`src/hdl/bmp_pkg.sv`:
```
// Shared types and constants for the binomial-mod-prime block.
// Used by the modular multiplier and the top level; depends on nothing.
package bmp_pkg;

  // Residue width and the fixed prime modulus.
  localparam int unsigned MOD_W = 20;
  localparam logic [MOD_W-1:0] PRIME = 20'd1000003;

  // Barrett reduction: quotient estimate and remainder widths.
  localparam int unsigned Q_W = MOD_W + 1;
  localparam int unsigned R_W = MOD_W + 2;
  localparam logic [63:0] BARRETT_WIDE = (64'd1 << (2 * MOD_W)) / 64'(PRIME);
  localparam logic [Q_W-1:0] BARRETT_M = BARRETT_WIDE[Q_W-1:0];

  // Fermat exponent for the inverse.
  localparam int unsigned EXP_W = MOD_W;
  localparam logic [EXP_W-1:0] INV_EXP = PRIME - 20'd2;

  // Result kind chosen at the entry of the pipeline.
  typedef enum logic [1:0] {
    KIND_ZERO = 2'd0,
    KIND_ONE  = 2'd1,
    KIND_CALC = 2'd2
  } kind_t;

  // Factorial table fill sequencer.
  typedef enum logic [1:0] {
    FILL_ISSUE = 2'd0,
    FILL_WAIT  = 2'd1,
    FILL_DONE  = 2'd2
  } fill_state_t;

endpackage

```
`src/hdl/bmp_modmul.sv`:
```
// Five-stage pipelined multiplier modulo the prime, Barrett reduction.
// Depends on bmp_pkg for the modulus and reduction constants.
module bmp_modmul #(
  parameter int unsigned SIDE_W = 1
) (
  input  logic                      clk,
  input  logic                      rst_n,
  input  logic                      en,
  input  logic                      valid_i,
  input  logic [bmp_pkg::MOD_W-1:0] a_i,
  input  logic [bmp_pkg::MOD_W-1:0] b_i,
  input  logic [SIDE_W-1:0]         side_i,
  output logic                      valid_o,
  output logic [bmp_pkg::MOD_W-1:0] prod_o,
  output logic [SIDE_W-1:0]         side_o
);

  localparam int unsigned W = bmp_pkg::MOD_W;
  localparam int unsigned QW = bmp_pkg::Q_W;
  localparam int unsigned RW = bmp_pkg::R_W;
  localparam logic [RW-1:0] P1 = RW'(bmp_pkg::PRIME);
  localparam logic [RW-1:0] P2 = RW'(bmp_pkg::PRIME) << 1;

  logic [4:0]        v_r;
  logic [SIDE_W-1:0] side_r [0:4];
  logic [2*W-1:0]    x1_r;
  logic [2*QW-1:0]   t2_r;
  logic [RW-1:0]     x2_r, x3_r, qp3_r, r4_r;
  logic [W-1:0]      res5_r;
  logic [QW-1:0]     q3;
  logic [QW+W-1:0]   qp_full;
  logic [W-1:0]      res_nxt;

  // Valid bits advance with the data
  always_ff @(posedge clk) begin
    if (!rst_n) begin
      v_r <= '0;
    end else if (en) begin
      v_r <= {v_r[3:0], valid_i};
    end
  end

  assign q3      = t2_r[2*QW-1:QW];
  assign qp_full = q3 * bmp_pkg::PRIME;

  // Fold the Barrett remainder, known below three times the prime
  always_comb begin
    if (r4_r >= P2) begin
      res_nxt = W'(r4_r - P2);
    end else if (r4_r >= P1) begin
      res_nxt = W'(r4_r - P1);
    end else begin
      res_nxt = W'(r4_r);
    end
  end

  // Datapath stages: product, quotient estimate, q*p, subtract, fold
  always_ff @(posedge clk) begin
    if (en) begin
      x1_r      <= a_i * b_i;
      side_r[0] <= side_i;
      t2_r      <= x1_r[2*W-1:W-1] * bmp_pkg::BARRETT_M;
      x2_r      <= x1_r[RW-1:0];
      side_r[1] <= side_r[0];
      qp3_r     <= qp_full[RW-1:0];
      x3_r      <= x2_r;
      side_r[2] <= side_r[1];
      r4_r      <= x3_r - qp3_r;
      side_r[3] <= side_r[2];
      res5_r    <= res_nxt;
      side_r[4] <= side_r[3];
    end
  end

  assign valid_o = v_r[4];
  assign prod_o  = res5_r;
  assign side_o  = side_r[4];

endmodule

```
`config.mk`:
```
export PLATFORM = sky130hd
export DESIGN_NAME = bmp_modmul
export DESIGN_NICKNAME = d
export VERILOG_FILES = /design/src/hdl/bmp_pkg.sv /design/src/hdl/bmp_modmul.sv
export SDC_FILE = /design/constraint.sdc
export NUM_CORES = 2
export LEC_CHECK = 0
export BUFFER_PORTS_ARGS = -buffer_cell sky130_fd_sc_hd__buf_2
export CELL_PAD_IN_SITES_DETAIL_PLACEMENT = 2
export CELL_PAD_IN_SITES_GLOBAL_PLACEMENT = 2
export CORE_MARGIN = 2
export CORE_UTILIZATION = 47
export DETAILED_ROUTE_END_ITERATION = 8
export MAX_ROUTING_LAYER = met4
export PLACE_DENSITY = 0.86
export RECOVER_POWER = 50
export SKIP_LAST_GASP = 1
export SLEW_MARGIN = 25
export SYNTH_ARGS = -nofsm -noshare
export SYNTH_HDL_FRONTEND = slang
export SYNTH_SLANG_ARGS = --single-unit
```
`constraint.sdc`:
```
create_clock -name clk -period 18.5 [get_ports clk]
set_input_delay 0.925 -clock clk [delete_from_list [all_inputs] [get_ports clk]]
set_output_delay 0.925 -clock clk [all_outputs]
set_load 0.02 [all_outputs]
```
==> metrics.md <==
| Metric | Value |
|---|---|
| Status | `finished with violations` |
| Failing checks | `capacitance limit, slew limit` |
| Hold buffers post-CTS | `0` |
| Site Rows | `92` |
| Hold_ws | `between 0.4 and 0.5 ns` |
| Count of final setup violators | `0` |
| Full die area | `around 65000 um^2` |
| Final ANT Viol Nets | `0` |
| Type of origin of the critical path | `input pin` |
| Sink Count | `between 150 and 200` |
| Clk Latency, worst-skew pair | `0.47 ns` |
| Post-synth ARST share | `0` |
| CORE AREA | `62900 um^2` |
| Synth Instances | `2960` |
| Syn_nets | `around 4000` |
| Hold Path End | `x3_r[8]` |
| First-pass GRT wire length | `173000 um` |
| Clock transition at path regs | `0.08 ns` |
| Fin nets | `3902` |
| Synth cell types | `about 70` |
| Post-CTS Setup Inserts | `0` |
| Number of DRC markers in iteration 0 | `1321` |
| RSZ-0062 raised after global routing | `false` |
| Pre-antenna DRT Iters | `5` |
| CTS buffer count | `17` |
| Average size of a mapped cell | `between 10 and 15 um^2` |
| Max Cap Viol | `2` |
| Hold path cells | `0` |
| Initial antenna violation count | `3` |
| Yosys top cell by area | `fa_1` |
| Drt wl/cell | `29.8 um` |
| Synthesized area | `29700 um^2` |
| Synth Register Bits | `~180` |
| Seq/Total Area, Yosys | `0.179` |
| Fin. Hold Viols | `0` |
| DP HPWL | `86300 um` |
| Critical Path Sink Type | `flop` |
| Clock tree root driver cell | `clkbuf_16` |
| Ratio of cells with drive above 1 in the final layout | `0.0327` |
| Total track usage | `0.365` |
| Worst R2R Path Depth | `19` |
| Crit share post-route | `0.511` |
| Slew @ Worst Pin | `between 5 and 6 ns` |
| Worst R2R Setup Slack | `about 11 ns` |
| Routed wire length | `114000 um` |
| Area grow syn2layout | `5.17%` |
| Worst hold-check path type | `reg -> reg` |
| Worst R2R End | `t2_r[35]` |
| Via/cell ratio | `5.73` |
| Top cells by area, synth | `fa_1 (33%), edfxtp_1 (18%), ha_1 (17%)` |
| Die H | `approximately 260 um` |
| Worst path required time | `18.86 ns` |
| Post_cts resized | `0` |
| WS Path Type | `in -> reg` |
| Main synth FF type | `edfxtp_1` |
| Setup TNS | `0 ns` |
| Commonest cells after routing, fill and taps aside | `inv_1 (759), fa_1 (497), ha_1 (406), and2_1 (230), nand2_1 (217)` |
| Synth top area share | `0.335` |
| Final GP Congestion | `0.888` |
| Pins Over Slew Limit | `182` |
| Htree depth | `4` |
| Drc violations | `0` |
| Critical-path maximum fanout | `93` |
| Worst R2R Start | `x1_r[28]` |
| Vias in the first global route | `27300` |
| Initial core utilization | `0.473` |
| Relative slew slack | `-2.85` |
| Number of synthesized flops with an enable pin | `between 150 and 200` |
| Via count | `21900` |
| TritonCTS clock tree | `built` |
| Post-Route Skew | `~0.016 ns` |
| I/O Buffers | `66` |
| Pin count of the biggest net entering global routing | `94` |
| FMAX | `around 110 MHz` |
| IO Pins | `67` |
| Syn. warnings | `0` |
| Most common cell after layout, fill and taps aside | `inv_1` |
| Hold path start | `x2_r[8]` |
| WP data arrival | `9.81 ns` |
| Clock tree buffer depth | `2` |
| Die Width | `255 um` |
| Fin crit period | `9.45 ns` |
| Grt ovf | `0` |
## through the flow
step | setup slack (ns) | cells | util | cell area, um^2
2_1_floorplan | 11.48 | 2960 | - | 29700
3_3_place_gp | 10.91 | 3781 | 0.489 | 30800
3_5_place_dp | 10.31 | 3781 | 0.489 | 30800
4_1_cts | 10.54 | 3812 | 0.498 | 31300
5_1_grt | 8.52 | 3815 | 0.497 | 31300
6_report | 9.05 | 3815 | 0.497 | 31300
## state kept, by name, indices dropped and copies added (netlist names)
name	flops
prod_o	20
qp3_r	22
r4_r	22
side_r	5
t2_r	21
v_r	5
x1_r	40
x2_r	22
x3_r	22
## how the worst max path moves through the flow
stage | cells past startpoint | from | to | slack [ns]
detailed placement | 24 | a_i[9] | x1_r[38] | 10.31
finish | 4 | en | v_r[3] | 9.05
CTS | 22 | b_i[11] | x1_r[38] | 10.54
floorplan | 23 | b_i[5] | x1_r[30] | 11.48
global placement | 23 | a_i[9] | x1_r[38] | 10.91
global route | 4 | en | v_r[3] | 8.52
## cells by family after synthesis
group,share of synthesized area
DFF,0.179
adders and majority gates,0.506
xor gates and xnor gates,0.0359
and+or+nand+nor,0.106
AOI/OAI and AO/OA,0.0633
muxes,0.00202
buffers and inverters,0.109
## synthesized netlist by cell type (5+ instances only)
master	number
a21boi_0	5
nand2_1	217
and3_1	10
nand2b_1	7
a21o_1	31
xnor2_1	90
o21a_1	16
o21ai_0	35
a21oi_1	90
inv_1	759
ha_1	406
edfxtp_1	174
xor2_1	32
nor2b_1	17
nor2_1	71
nor3_1	20
nand3_1	17
o21bai_1	16
clkbuf_1	83
a31oi_1	7
and2_1	232
a211oi_1	13
o21ai_1	11
dfxtp_1	5
nand4_1	7
o211ai_1	7
mux2i_1	6
fa_1	497
## cell type report
cell class | instances | area, um^2
Inverter | 759 | 2850
Fill cell | 6519 | 31600
Antenna cell | 3 | 7.51
Tap cell | 846 | 1060
Sequential cell | 179 | 5330
Timing Repair Buffer | 67 | 304
Clock inverter | 13 | 121
Multi-Input combinational cell | 1930 | 21200
Clock buffer | 18 | 429
## worst max-delay path, cell delays in order
cell and delay [ns]:
clkbuf_1 3.93, clkbuf_1 3.80, mux2i_1 0.58, nor2b_1 0.37
## layer usage
| layer | share of wire | GRT usage | up-vias |
|---|---|---|---|
| li1 | - | - | 9113 |
| met1 | 0.36 | 0.382 | 11500 |
| met2 | 0.53 | 0.657 | 827 |
| met3 | 0.040 | 0.0452 | 415 |
| met4 | 0.066 | 0.218 | 0 |
| met5 | 0 | - | - |
Power is left out: the tool's default activity adds up to more than one toggle a clock period on the data nets, which glitch-free logic cannot reach.
